$ cat src/rtl/mce_pkg.sv
// Package for the Morse character encoder: types, element codes, case fold
// and code table lookup. No dependencies.
package mce_pkg;
   localparam int DIT_LENGTH_BITS = 16;
   localparam int SAMPLE_BITS = 18;
   localparam int CHAR_BITS = 21;
   localparam int CODE_BITS = 14;
   localparam int COUNT_BITS = 3;

   typedef enum logic [1:0] {
      KIND_DIT = 2'd0,
      KIND_DAH = 2'd1,
      KIND_SPACE = 2'd2,
      KIND_GAP = 2'd3
   } kind_type;

   typedef enum logic [0:0] {
      CSR_DIT_LENGTH = 1'b0,
      CSR_UKR_I = 1'b1
   } csr_index_type;

   typedef enum logic [1:0] {
      ST_IDLE,
      ST_LOAD,
      ST_SEND,
      ST_GAP
   } state_type;

   // count of elements, pattern with first element in low bits
   typedef struct packed {
      logic                  hit;
      logic [COUNT_BITS-1:0] count;
      logic [CODE_BITS-1:0]  pattern;
   } code_type;

   function automatic logic [CHAR_BITS-1:0] fold_case(input logic [CHAR_BITS-1:0] c);
      logic [CHAR_BITS-1:0] r;
      r = c;
      if (c == 21'h130) r = 21'h69;
      else if (c == 21'h212A) r = 21'h6B;
      else if (c == 21'h212B) r = 21'hE5;
      else if (c == 21'h2126) r = 21'h3C9;
      else if (c >= 21'h41 && c <= 21'h5A) r = c + 21'h20;
      else if (c >= 21'hC0 && c <= 21'hDE && c != 21'hD7) r = c + 21'h20;
      else if (c >= 21'h100 && c <= 21'h137 && !c[0]) r = c + 21'h1;
      else if (c >= 21'h139 && c <= 21'h148 && c[0]) r = c + 21'h1;
      else if (c >= 21'h14A && c <= 21'h177 && !c[0]) r = c + 21'h1;
      else if (c >= 21'h179 && c <= 21'h17E && c[0]) r = c + 21'h1;
      else if (c >= 21'h391 && c <= 21'h3AB && c != 21'h3A2) r = c + 21'h20;
      else if (c >= 21'h400 && c <= 21'h40F) r = c + 21'h50;
      else if (c >= 21'h410 && c <= 21'h42F) r = c + 21'h20;
      return r;
   endfunction

   // d = dit, a = dah, s = space; string read left to right
   function automatic code_type mk(input string s);
      code_type r;
      r = '0;
      r.hit = 1'b1;
      r.count = COUNT_BITS'(s.len());
      for (int j = 0; j < s.len(); j++) begin
         r.pattern[2*j +: 2] = (s[j] == "d") ? KIND_DIT :
                               (s[j] == "s") ? KIND_SPACE : KIND_DAH;
      end
      return r;
   endfunction

   function automatic code_type lookup(input logic [CHAR_BITS-1:0] c, input logic ukr);
      code_type r;
      r = '0;
      unique case (c)
         21'h20: r = mk("s");
         21'h61: r = mk("da"); 21'h62: r = mk("addd"); 21'h63: r = mk("adad");
         21'h64: r = mk("add"); 21'h65: r = mk("d"); 21'h66: r = mk("ddad");
         21'h67: r = mk("aad"); 21'h68: r = mk("dddd"); 21'h69: r = mk("dd");
         21'h6A: r = mk("daaa"); 21'h6B: r = mk("ada"); 21'h6C: r = mk("dadd");
         21'h6D: r = mk("aa"); 21'h6E: r = mk("ad"); 21'h6F: r = mk("aaa");
         21'h70: r = mk("daad"); 21'h71: r = mk("aada"); 21'h72: r = mk("dad");
         21'h73: r = mk("ddd"); 21'h74: r = mk("a"); 21'h75: r = mk("dda");
         21'h76: r = mk("ddda"); 21'h77: r = mk("daa"); 21'h78: r = mk("adda");
         21'h79: r = mk("adaa"); 21'h7A: r = mk("aadd");
         21'h30: r = mk("aaaaa"); 21'h31: r = mk("daaaa"); 21'h32: r = mk("ddaaa");
         21'h33: r = mk("dddaa"); 21'h34: r = mk("dddda"); 21'h35: r = mk("ddddd");
         21'h36: r = mk("adddd"); 21'h37: r = mk("aaddd"); 21'h38: r = mk("aaadd");
         21'h39: r = mk("aaaad");
         21'h2E: r = mk("dadada"); 21'h2C: r = mk("aaddaa"); 21'h3F: r = mk("ddaadd");
         21'h27: r = mk("daaaad"); 21'h21: r = mk("adadaa"); 21'h2F: r = mk("addad");
         21'h28: r = mk("adaad"); 21'h29: r = mk("adaada"); 21'h26: r = mk("daddd");
         21'h3A: r = mk("aaaddd"); 21'h3B: r = mk("adadad"); 21'h3D: r = mk("addda");
         21'h2B: r = mk("dadad"); 21'h2D: r = mk("adddda"); 21'h5F: r = mk("ddaada");
         21'h22: r = mk("daddad"); 21'h24: r = mk("dddadda"); 21'h40: r = mk("daadad");
         21'hE0: r = mk("daada"); 21'hE4: r = mk("dada"); 21'h105: r = mk("dada");
         21'hE6: r = mk("dada"); 21'hE5: r = mk("daada"); 21'h107: r = mk("adadd");
         21'h109: r = mk("adadd"); 21'hE7: r = mk("adadd"); 21'h111: r = mk("ddadd");
         21'hF0: r = mk("ddaad"); 21'hE9: r = mk("ddadd"); 21'h119: r = mk("ddadd");
         21'h11D: r = mk("aadad"); 21'h125: r = mk("aaaa"); 21'h135: r = mk("daaad");
         21'h142: r = mk("dadda"); 21'h144: r = mk("aadaa"); 21'hF1: r = mk("aadaa");
         21'hF3: r = mk("aaad"); 21'hF6: r = mk("aaad"); 21'hF8: r = mk("aaad");
         21'h15B: r = mk("dddaddd"); 21'h15D: r = mk("dddad"); 21'h161: r = mk("aaaa");
         21'hFE: r = mk("daadd"); 21'hFC: r = mk("ddaa"); 21'h16D: r = mk("ddaa");
         21'h17A: r = mk("aaddad"); 21'h17C: r = mk("aadda"); 21'hDF: r = mk("dddaadd");
         21'h3B1: r = mk("da"); 21'h3B2: r = mk("addd"); 21'h3B3: r = mk("aad");
         21'h3B4: r = mk("add"); 21'h3B5: r = mk("d"); 21'h3B6: r = mk("aadd");
         21'h3B7: r = mk("dddd"); 21'h3B8: r = mk("adad"); 21'h3B9: r = mk("dd");
         21'h3BA: r = mk("ada"); 21'h3BB: r = mk("dadd"); 21'h3BC: r = mk("aa");
         21'h3BD: r = mk("ad"); 21'h3BE: r = mk("adda"); 21'h3BF: r = mk("aaa");
         21'h3C0: r = mk("daad"); 21'h3C1: r = mk("dad"); 21'h3C3: r = mk("ddd");
         21'h3C2: r = mk("ddd"); 21'h3C4: r = mk("a"); 21'h3C5: r = mk("adaa");
         21'h3C6: r = mk("ddad"); 21'h3C7: r = mk("aaaa"); 21'h3C8: r = mk("aada");
         21'h3C9: r = mk("daa");
         21'h430: r = mk("da"); 21'h431: r = mk("addd"); 21'h432: r = mk("daa");
         21'h433: r = mk("aad"); 21'h434: r = mk("add"); 21'h435: r = mk("d");
         21'h436: r = mk("ddda"); 21'h437: r = mk("aadd");
         21'h438: r = ukr ? mk("adaa") : mk("dd");
         21'h439: r = mk("daaa"); 21'h43A: r = mk("ada"); 21'h43B: r = mk("dadd");
         21'h43C: r = mk("aa"); 21'h43D: r = mk("ad"); 21'h43E: r = mk("aaa");
         21'h43F: r = mk("daad"); 21'h440: r = mk("dad"); 21'h441: r = mk("ddd");
         21'h442: r = mk("a"); 21'h443: r = mk("dda"); 21'h444: r = mk("ddad");
         21'h445: r = mk("dddd"); 21'h446: r = mk("adad"); 21'h447: r = mk("aaad");
         21'h448: r = mk("aaaa"); 21'h449: r = mk("aada"); 21'h44C: r = mk("adda");
         21'h44B: r = mk("adaa"); 21'h44D: r = mk("ddadd"); 21'h44E: r = mk("ddaa");
         21'h44F: r = mk("dada"); 21'h451: r = mk("d"); 21'h454: r = mk("ddadd");
         21'h456: r = mk("dd"); 21'h457: r = mk("daaad");
         21'h5D0: r = mk("da"); 21'h5D1: r = mk("addd"); 21'h5D2: r = mk("aad");
         21'h5D3: r = mk("add"); 21'h5D4: r = mk("aaa"); 21'h5D5: r = mk("d");
         21'h5D6: r = mk("aadd"); 21'h5D7: r = mk("dddd"); 21'h5D8: r = mk("dda");
         21'h5D9: r = mk("dd"); 21'h5DA: r = mk("ada"); 21'h5DB: r = mk("ada");
         21'h5DC: r = mk("dadd"); 21'h5DD: r = mk("aa"); 21'h5DE: r = mk("aa");
         21'h5DF: r = mk("ad"); 21'h5E0: r = mk("ad"); 21'h5E1: r = mk("adad");
         21'h5E2: r = mk("daaa"); 21'h5E3: r = mk("daad"); 21'h5E4: r = mk("daad");
         21'h5E5: r = mk("daa"); 21'h5E6: r = mk("daa"); 21'h5E7: r = mk("aada");
         21'h5E8: r = mk("dad"); 21'h5E9: r = mk("ddd"); 21'h5EA: r = mk("a");
         default: r = '0;
      endcase
      return r;
   endfunction
endpackage

$ cat src/rtl/mce_if.sv
// Valid/ready channel interface for the Morse character encoder.
// Depends on mce_pkg.
interface req_if;
   logic                           valid;
   logic                           ready;
   logic [mce_pkg::CHAR_BITS-1:0]  char_code;
   modport source (output valid, char_code, input ready);
   modport sink (input valid, char_code, output ready);
endinterface

interface rsp_if;
   logic                            valid;
   logic                            ready;
   logic [1:0]                      element_kind;
   logic [mce_pkg::SAMPLE_BITS-1:0] keyed_samples;
   logic [mce_pkg::SAMPLE_BITS-1:0] silent_samples;
   logic                            last_of_char;
   modport source (output valid, element_kind, keyed_samples, silent_samples, last_of_char,
                   input ready);
   modport sink (input valid, element_kind, keyed_samples, silent_samples, last_of_char,
                 output ready);
endinterface

$ cat src/rtl/mce_lookup.sv
// Registered case fold and code table lookup for the Morse encoder.
// Depends on mce_pkg.
module mce_lookup (
   input  logic                          clock,
   input  logic [mce_pkg::CHAR_BITS-1:0] char_code,
   input  logic                          ukr_i,
   output mce_pkg::code_type             code
);
   logic [mce_pkg::CHAR_BITS-1:0] folded_ff;
   mce_pkg::code_type             code_ff;

   // fold, register, then look up and register
   always_ff @(posedge clock) begin
      folded_ff <= mce_pkg::fold_case(char_code);
      code_ff <= mce_pkg::lookup(folded_ff, ukr_i);
   end

   assign code = code_ff;
endmodule

$ cat src/rtl/morse_character_encoder.sv
// Top level of the Morse character encoder: control sequencer, element shift
// register and output register. Depends on mce_pkg, mce_if and mce_lookup.
// After a request transfer the sequencer waits on the lookup, sends the
// character's elements, passes one empty send step and sends the gap, and
// only then takes the next request; a stalled response holds it.
// Reset idles the sequencer and zeroes the CSRs and control state, not output data.
module morse_character_encoder (
   input  logic        clock,
   input  logic        reset,
   req_if.sink         req,
   rsp_if.source       rsp,
   input  logic        csr_write,
   input  logic        csr_index,
   input  logic [15:0] csr_data
);
   mce_pkg::state_type state_ff, state_in;
   logic [mce_pkg::DIT_LENGTH_BITS-1:0] dit_ff;
   logic                                ukr_ff;
   logic [mce_pkg::CODE_BITS-1:0]  pattern_ff, pattern_in;
   logic [mce_pkg::COUNT_BITS-1:0] left_ff, left_in;
   logic                           wait_ff, wait_in;
   logic                           vld_ff, vld_in;
   logic [1:0]                     kind_ff, kind_in;
   logic [mce_pkg::SAMPLE_BITS-1:0] keyed_ff, keyed_in, silent_ff, silent_in;
   logic                           last_ff, last_in;
   mce_pkg::code_type              code;
   logic [mce_pkg::SAMPLE_BITS-1:0] d1, d2, d3, d4;
   logic                           out_free;

   mce_lookup u_lookup (
      .clock(clock), .char_code(req.char_code), .ukr_i(ukr_ff), .code(code)
   );

   assign d1 = mce_pkg::SAMPLE_BITS'(dit_ff);
   assign d2 = d1 << 1;
   assign d4 = d1 << 2;
   assign d3 = d1 + d2;
   assign out_free = !vld_ff || rsp.ready;
   assign req.ready = (state_ff == mce_pkg::ST_IDLE);

   always_ff @(posedge clock) begin
      if (reset) begin
         state_ff <= mce_pkg::ST_IDLE;
         dit_ff <= '0;
         ukr_ff <= 1'b0;
         vld_ff <= 1'b0;
         pattern_ff <= '0;
         left_ff <= '0;
         wait_ff <= 1'b0;
      end else begin
         state_ff <= state_in;
         vld_ff <= vld_in;
         pattern_ff <= pattern_in;
         left_ff <= left_in;
         wait_ff <= wait_in;
         if (csr_write) begin
            unique case (mce_pkg::csr_index_type'(csr_index))
               mce_pkg::CSR_DIT_LENGTH: dit_ff <= csr_data;
               mce_pkg::CSR_UKR_I: ukr_ff <= csr_data[0];
               default: ;
            endcase
         end
      end
   end

   always_ff @(posedge clock) begin
      kind_ff <= kind_in;
      keyed_ff <= keyed_in;
      silent_ff <= silent_in;
      last_ff <= last_in;
   end

   always_comb begin
      state_in = state_ff;
      pattern_in = pattern_ff;
      left_in = left_ff;
      wait_in = wait_ff;
      vld_in = vld_ff && !rsp.ready;
      kind_in = kind_ff;
      keyed_in = keyed_ff;
      silent_in = silent_ff;
      last_in = last_ff;
      unique case (state_ff)
         mce_pkg::ST_IDLE: begin
            wait_in = 1'b0;
            if (req.valid && dit_ff != '0) state_in = mce_pkg::ST_LOAD;
         end
         mce_pkg::ST_LOAD: begin
            // wait through the fold and lookup registers of mce_lookup
            wait_in = 1'b1;
            if (wait_ff) begin
               pattern_in = code.pattern;
               left_in = code.count;
               state_in = code.hit ? mce_pkg::ST_SEND : mce_pkg::ST_IDLE;
            end
         end
         mce_pkg::ST_SEND: begin
            if (out_free) begin
               if (left_ff == '0) begin
                  state_in = mce_pkg::ST_GAP;
               end else begin
                  vld_in = 1'b1;
                  kind_in = pattern_ff[1:0];
                  last_in = 1'b0;
                  unique case (mce_pkg::kind_type'(pattern_ff[1:0]))
                     mce_pkg::KIND_DIT: begin keyed_in = d1; silent_in = d1; end
                     mce_pkg::KIND_DAH: begin keyed_in = d3; silent_in = d1; end
                     default: begin keyed_in = '0; silent_in = d4; end
                  endcase
                  pattern_in = pattern_ff >> 2;
                  left_in = left_ff - 1'b1;
               end
            end
         end
         mce_pkg::ST_GAP: begin
            if (out_free) begin
               vld_in = 1'b1;
               kind_in = mce_pkg::KIND_GAP;
               keyed_in = '0;
               silent_in = d2;
               last_in = 1'b1;
               state_in = mce_pkg::ST_IDLE;
            end
         end
         default: state_in = mce_pkg::ST_IDLE;
      endcase
   end

   assign rsp.valid = vld_ff;
   assign rsp.element_kind = kind_ff;
   assign rsp.keyed_samples = keyed_ff;
   assign rsp.silent_samples = silent_ff;
   assign rsp.last_of_char = last_ff;

`ifndef ASSERT_OFF
   a_hold: assert property (@(posedge clock) disable iff (reset)
      vld_ff && !rsp.ready |=> vld_ff && $stable(kind_ff))
      else $error("response dropped");
   a_gap_last: assert property (@(posedge clock) disable iff (reset)
      vld_ff |-> (kind_ff == mce_pkg::KIND_GAP) == last_ff)
      else $error("last flag mismatch");
   a_idle_empty: assert property (@(posedge clock) disable iff (reset)
      state_ff == mce_pkg::ST_GAP |-> left_ff == '0)
      else $error("elements left at gap");
`endif
endmodule

$ cat src/flat_wrapper.sv
// flat-port wrapper written by rule: the top's interface ports become plain ports
module morse_character_encoder_flat 
  (clock, reset, csr_write, csr_index, csr_data, req_valid, req_char_code, req_ready, rsp_valid, rsp_element_kind, rsp_keyed_samples, rsp_silent_samples, rsp_last_of_char, rsp_ready);
  req_if req_i ();
  rsp_if rsp_i ();
  input  logic clock;
  input  logic reset;
  input  logic csr_write;
  input  logic csr_index;
  input  logic [15:0] csr_data;
  input wire logic [$bits(req_i.valid)-1:0] req_valid;
  input wire logic [$bits(req_i.char_code)-1:0] req_char_code;
  output wire logic [$bits(req_i.ready)-1:0] req_ready;
  output wire logic [$bits(rsp_i.valid)-1:0] rsp_valid;
  output wire logic [$bits(rsp_i.element_kind)-1:0] rsp_element_kind;
  output wire logic [$bits(rsp_i.keyed_samples)-1:0] rsp_keyed_samples;
  output wire logic [$bits(rsp_i.silent_samples)-1:0] rsp_silent_samples;
  output wire logic [$bits(rsp_i.last_of_char)-1:0] rsp_last_of_char;
  input wire logic [$bits(rsp_i.ready)-1:0] rsp_ready;
  assign req_i.valid = req_valid;
  assign req_i.char_code = req_char_code;
  assign req_ready = req_i.ready;
  assign rsp_valid = rsp_i.valid;
  assign rsp_element_kind = rsp_i.element_kind;
  assign rsp_keyed_samples = rsp_i.keyed_samples;
  assign rsp_silent_samples = rsp_i.silent_samples;
  assign rsp_last_of_char = rsp_i.last_of_char;
  assign rsp_i.ready = rsp_ready;
  morse_character_encoder u_core (.clock(clock), .reset(reset), .req(req_i), .rsp(rsp_i), .csr_write(csr_write), .csr_index(csr_index), .csr_data(csr_data));
endmodule
$ cat config.mk
export PLATFORM = sky130hd
export DESIGN_NAME = morse_character_encoder_flat
export DESIGN_NICKNAME = d
export VERILOG_FILES = /design/src/rtl/mce_pkg.sv /design/src/rtl/mce_if.sv /design/src/rtl/mce_lookup.sv /design/src/rtl/morse_character_encoder.sv /design/src/flat_wrapper.sv
export SDC_FILE = /design/constraint.sdc
export NUM_CORES = 1
export LEC_CHECK = 0
export ABC_AREA = 1
export BUFFER_PORTS_ARGS = -buffer_cell sky130_fd_sc_hd__buf_4
export CAP_MARGIN = 20
export CORE_MARGIN = 2
export CORE_UTILIZATION = 60
export DETAILED_ROUTE_END_ITERATION = 10
export GPL_ROUTABILITY_DRIVEN = 0
export PLACE_DENSITY = 0.81
export SKIP_LAST_GASP = 1
export SYNTH_ARGS = -nofsm -noshare
export SYNTH_HDL_FRONTEND = slang
export SYNTH_SLANG_ARGS = --single-unit
export TNS_END_PERCENT = 1
$ cat constraint.sdc
create_clock -name clock -period 5.7 [get_ports clock]
set_input_delay 0.855 -clock clock [delete_from_list [all_inputs] [get_ports clock]]
set_output_delay 0.855 -clock clock [all_outputs]
set_load 0.01 [all_outputs]
* Word-level counts from Yosys, hierarchy flattened
Index checks and enable logic that the tools add are counted.
** Word-level totals
- Word-level logic and storage cells :: 354
- Register bits after elaboration :: 116
- Input bits :: 43
** Operators by class
- Add/subtract/negate cells :: 5
- $lt $le $gt $ge :: 18
- Bitwise gates (word level) :: 1
- Eq/ne operators :: 188
- Reductions and logical operators :: 72
- Muxes and demuxes :: 52
** Operators with widths (count)
- 18-bit one-hot mux with 74 select lines :: 1
- 21-bit by 11-bit equality test with 1-bit output (second input constant) :: 62
- 21-bit by 7-bit equality test with 1-bit output (second input constant) :: 28
- 21-bit by 6-bit equality test with 1-bit output (second input constant) :: 27
- 21-bit by 10-bit equality test with 1-bit output (second input constant) :: 25
- 21-bit by 9-bit equality test with 1-bit output (second input constant) :: 17
- 21-bit by 8-bit equality test with 1-bit output (second input constant) :: 14
- 21-bit 2-to-1 mux :: 9
- 18-bit 2-to-1 mux :: 7
- 18-bit one-hot mux with 2 select lines :: 3
- 21-bit by 9-bit >= comparator with 1-bit output (second input constant) :: 4
- 21-bit by 9-bit <= comparator with 1-bit output (second input constant) :: 4
- 4-bit OR reduction :: 17
- 21-bit by 14-bit equality test with 1-bit output (second input constant) :: 3
- 21-bit by 11-bit >= comparator with 1-bit output (second input constant) :: 2
- 21-bit by 11-bit <= comparator with 1-bit output (second input constant) :: 2
- 14-bit 2-to-1 mux :: 3
- 5-bit OR reduction :: 8
- 14-bit one-hot mux with 2 select lines :: 1
- 3-bit OR reduction :: 8
- 21-bit by 1-bit adder with 21-bit output (second input constant) :: 1
- 21-bit by 6-bit adder with 21-bit output (second input constant) :: 1
- 21-bit by 7-bit adder with 21-bit output (second input constant) :: 1
- 21-bit by 10-bit >= comparator with 1-bit output (second input constant) :: 1
- 35 further kinds :: 87

* Longest topological paths before layout
- Depth after elaboration :: 14
- Mapped depth :: 17

* By module
A second synthesis with hierarchy kept.
** Unflattened totals
- Cell total of the unflattened synthesis :: 1454
- Area, all modules :: 9337.7 um^2
** By module, submodules not included
- mce_lookup :: times used 1, cells each 920, area an instance 4944.7 um^2, seq. area each 660.6 um^2
- morse_character_encoder :: times used 1, cells each 534, area an instance 4393.0 um^2, seq. area each 1931.9 um^2

* Worst setup path before layout
Ideal clock, no wire load.
- Kind :: in2reg
- From :: input port rsp_ready
- To :: register u_core.kind_ff[0] (netlist: u_core.rsp.element_kind[0]) (enable)
- Data required time :: 5.265 ns
- Path slack :: 2.702 ns
- Setup time :: 0.435 ns
- Cell stages on the path :: 2
- Data arrival time :: 2.562 ns
- Cell sequence :: nor2_1 nor2_1
** Between the ends
- Cells in the longest elaborated chain, start to end :: 3
- Elaborated cells between the ends (all ways) :: 4
- Those cells by class :: eq/ne (2); reduce/logical (2)
** RTL lines
- start: declaration :: line flat_wrapper.sv:19 : input wire logic [$bits(rsp_i.ready)-1:0] rsp_ready;
- 1-bit logical OR * :: line morse_character_encoder.sv:38 : assign out_free = !vld_ff || rsp.ready;
- 2-bit by 1-bit inequality test with 1-bit output (no line)
- 4-bit AND reduction (no line) *
- end signal: assignment :: line morse_character_encoder.sv:67 : kind_ff <= kind_in;
- end: declaration :: line morse_character_encoder.sv:23 : logic [1:0] kind_ff, kind_in;
Every way passes the cells marked *; elsewhere a longest branch is shown, timed or not.
A chain may end at the register's enable or synchronous reset.

* Final worst setup path
- From :: register u_core.u_lookup.folded_ff[19] in the netlist's numbering
- To :: register u_core.u_lookup.code_ff, in the netlist u_core.u_lookup.code[10]
** Between the ends
- Cells in the longest elaborated chain, start to end :: 3
- Elaborated cells between the ends (all ways) :: 208
- Those cells by class :: eq/ne (172); mux (1); reduce/logical (35)
** RTL lines
- start: declaration :: line mce_lookup.sv:9 : logic [mce_pkg::CHAR_BITS-1:0] folded_ff;
- start signal: assignment :: line mce_lookup.sv:14 : folded_ff <= mce_pkg::fold_case(char_code);
- 21-bit by 11-bit equality test with 1-bit output, or another cell as far along :: line mce_pkg.sv:71 : unique case (c)
- 5-bit OR reduction (no line), or another cell as far along
- 18-bit one-hot mux with 74 select lines * :: line mce_pkg.sv:71
- end signal: assignment :: line mce_lookup.sv:15 : code_ff <= mce_pkg::lookup(folded_ff, ukr_i);
- end: declaration :: line mce_lookup.sv:10 : mce_pkg::code_type code_ff;
Marked as above.

==> results.md <==
* Class of the tightest hold or removal check: flop to flop
* Fraction of synthesis flops using an asynchronous set or reset pin at 0%
* Count of state elements after synthesis at around 100
* Area share of the largest cell type after synthesis at 15.2%
* Signal arrival time at the worst endpoint at about 3.2 ns
* Effective utilization at floorplan at between 60% and 70%
* Largest net degree at the start of global routing at 40
* Met3 Track Usage GR at 7.15%
* Synth area leader: sky130_fd_sc_hd__dfxtp_1
* Number of instances in the synthesized netlist at approximately 1300
* Share of post-route cells with drive strength above 1 at between 10% and 20%
* Post-synthesis cell type count at 52
* Area taken by multi-input logic gates at 5300 sq um
* CTS tree: yes
* Synth-to-layout area growth at 11.7%
* Number of hold violations in the final report at 0
* Area enclosed by the die boundary at 15200 sq um
* Post-synth design cell area at 8540 sq um
* Tot GR Track Use at between 30 and 40%
* Count of standard-cell rows at 43
* Worst-path maximum fanout at 11
* Number of setup violations in the final report at 0
* Post-DP HPWL at roughly 20000 microns
* Crit-path most repeated cell: sky130_fd_sc_hd__nor2_1
* Synth warnings at 0
* Number of DRC markers in iteration 0 at around 1500
* Total negative slack at 0 ns
* Number of max-slew violations in the final report at 0
* Postcts setup bufs at 0
* Clock slew at reported path FFs at 0.07 ns
* Die span in y at about 120 microns
* Power density over cell area at 181 nW/um^2
* Hold buffer count at cts at 0
* Unrepaired setup endpoints after global routing: no
* Register area at roughly 2500 sq um
* Mean area per synthesized cell at 6.49 sq um
* Met1 track demand over resource in global routing at a little under half
* Ys flop type: sky130_fd_sc_hd__dfxtp_1
* Slew of the pin with the lowest slew margin at 1.12 ns
* Commonest cells after routing, fill and taps aside: sky130_fd_sc_hd__nand2_1 (307), sky130_fd_sc_hd__nor2_1 (175), sky130_fd_sc_hd__nand3_1 (157), sky130_fd_sc_hd__inv_1 (142), sky130_fd_sc_hd__buf_4 (85)
* Initial antenna violation count at 0
* Horiz. Die Dim at between 100 and 150 microns
* Post-route clock period utilization at 50.3%
* Number of instances resized during post-cts repair at 0
* TritonCTS Buffers at 9
* Clock period minus worst slack at between 2 and 3 ns
* Routed Wire Length at roughly 27000 microns
* GRT Residual Overflow at 0
* Critical Setup Path Class: flop to flop
* Most used routing layer in global routing: met2
* Count of vias placed by the detailed router at 9603
* Slowest stage delay, CP at about 0.69 ns
* Depth of the CTS H-tree at 3
* Status: completed
* Static leakage at between 4 and 5 nW
* Count of filler cells inserted in the layout at about 1300
* Critical path startpoint category: flop
* Detailed-route vias per instance at 6.17
* Core ar. at ~14000 sq um
* Required time of the worst setup path at roughly 6.0 ns
* Count of antenna diodes in the layout at 0
* Sequential cell area fraction in the yosys report at approximately 29%
* Root cell of the clock tree: sky130_fd_sc_hd__clkbuf_16
* Clock skew after layout at between 0.008 and 0.009 ns
* Wire length of the first global-routing pass at about 43000 microns
* Tightest slew margin relative to the limit at around 25%
* Cells along the critical path: nor2_1 > nand4_1 > nor2_1 > nand2_1 > nand2_1 > inv_1 > nor2_1 > a21oi_1 > nand3_1 > nor2_1 > nand3_2 > nand2_1 > inv_1
* Number of cells in the design after placement at approximately 1500
* Endpoint class of the critical path: flop
* Slowest stage cell on the critical path: sky130_fd_sc_hd__nor2_1
* Most common cell after layout, fill and taps aside: sky130_fd_sc_hd__nand2_1
* Remaining number of nets flagged by the antenna check after routing at 0
* Clock Tree Buf Depth at 2
* Via count of the first global-routing pass at around 9000
* Top-Level Pins at 84
* Final-stage net count at 1455
* Non-filler instance count after layout at roughly 1600
* DRT Pass-1 Iters at 7
* IR Drop Worst-Case VDD at roughly 150 uV
* Clk_lat worst skew at approximately 0.35 ns
* Post-Synthesis Net Count at around 1400
* Number of remaining DRC errors at 0
* Most area-consuming cells after synthesis: sky130_fd_sc_hd__dfxtp_1 (15%), sky130_fd_sc_hd__edfxtp_1 (14%), sky130_fd_sc_hd__nand2_1 (13%), sky130_fd_sc_hd__nand3_1 (9.2%), sky130_fd_sc_hd__nor2_1 (7.7%)
* Global routing usage on met2 at between 50% and 60%
* Fmax at approximately 0.35 GHz
* CTS sink count at between 100 and 150
* Number of enable-type register cells in the synthesized netlist at 39
* Detail-routed net length per standard cell at approximately 17 microns
* Number of port buffers at 83
* Maximum capacitance violations at 0
## cells in the mapped netlist (14+ instances only)
| library cell | n |
|---|---|
| sky130_fd_sc_hd__ha_1 | 39 |
| sky130_fd_sc_hd__nor3_1 | 41 |
| sky130_fd_sc_hd__nand4_1 | 37 |
| sky130_fd_sc_hd__nor2_1 | 176 |
| sky130_fd_sc_hd__dfxtp_1 | 65 |
| sky130_fd_sc_hd__o221ai_1 | 14 |
| sky130_fd_sc_hd__a21oi_1 | 65 |
| sky130_fd_sc_hd__nand3_1 | 157 |
| sky130_fd_sc_hd__edfxtp_1 | 39 |
| sky130_fd_sc_hd__clkbuf_1 | 24 |
| sky130_fd_sc_hd__o21ai_0 | 41 |
| sky130_fd_sc_hd__nor2_2 | 15 |
| sky130_fd_sc_hd__nand2_1 | 307 |
| sky130_fd_sc_hd__a211oi_1 | 23 |
| sky130_fd_sc_hd__inv_1 | 142 |
## kinds of logic after synthesis
group / share of synthesized area, %
AOI/OAI and AO/OA: 13.7
xor gates and xnor gates: 0.615
adders and majority gates: 5.95
buffers and inverters: 9.14
DFF: 28.9
and+or+nand+nor: 41.7
## metrics by stage
stage                     hold slack, ns  util (%)  power (mW)  setup slack, ns  cell area (sq um)
final                              0.472      68.8        1.72             2.83               9550
after global routing               0.486      68.8        1.79             2.74               9550
after CTS                          0.467      68.6        1.72             3.00               9520
after detailed placement           0.458      66.4        1.10             2.68               9220
after global placement             0.453      66.4        1.09             2.74               9220
after floorplan                    0.443         -        1.01             2.70               8540
## final cells by class
type | instances | share of cell area (%)
Multi-Input combinational cell | 1016 | 55.5
Sequential cell | 104 | 25.9
Timing Repair Buffer | 86 | 6.97
Inverter | 155 | 6.09
Clock buffer | 10 | 2.50
Tap cell | 180 | 2.36
Clock inverter | 6 | 0.682
## metal layers
metal	wire length, microns	share of wire [%]
met1	10300	38
met2	12100	45
met3	3410	13
met4	1290	4.7
met5	0	0
## where the power goes
| group | internal, mW | leakage (nW) | switching, mW |
|---|---|---|---|
| registers | 0.793 | 0.894 | 0.0244 |
| logic | 0.0927 | 3.40 | 0.186 |
| clock network | 0.354 | 0.145 | 0.276 |
| total | 1.24 | 4.44 | 0.486 |
## path summary, 6_finish.rpt
check / from / slack (ns) / cells past startpoint / end
setup / recovery: u_core.u_lookup.folded_ff[19] / 2.83 / 13 / u_core.u_lookup.code[10]
hold / removal: u_core.u_lookup.code[17] / 0.47 / 2 / flop
setup reg to reg: u_core.u_lookup.folded_ff[19] / 2.83 / 13 / u_core.u_lookup.code[10]
hold reg to reg: u_core.u_lookup.code[17] / 0.47 / 2 / flop
## state kept, by name, summed over array words and instances (netlist names), named ones only
signal,cells
u_core.state_ff,1
u_core.rsp.element_kind,2
u_core.pattern_ff,8
u_core.left_ff,3
u_core.rsp.silent_samples,18
u_core.u_lookup.folded_ff,21
u_core.rsp.keyed_samples,18
u_core.u_lookup.code,12
u_core.wait_ff,1
u_core.rsp.last_of_char,1
u_core.rsp.valid,1
u_core.dit_ff,16
u_core.ukr_ff,1
## worst max-delay path, delay by kind of cell (launching register included)
kind            cells  cell delay (ns)
simple gates       10             2.30
flops               1             0.30
buf+inv             2             0.14
compound gates      1             0.07
No activity file was read; power rests on OpenSTA's default activity.
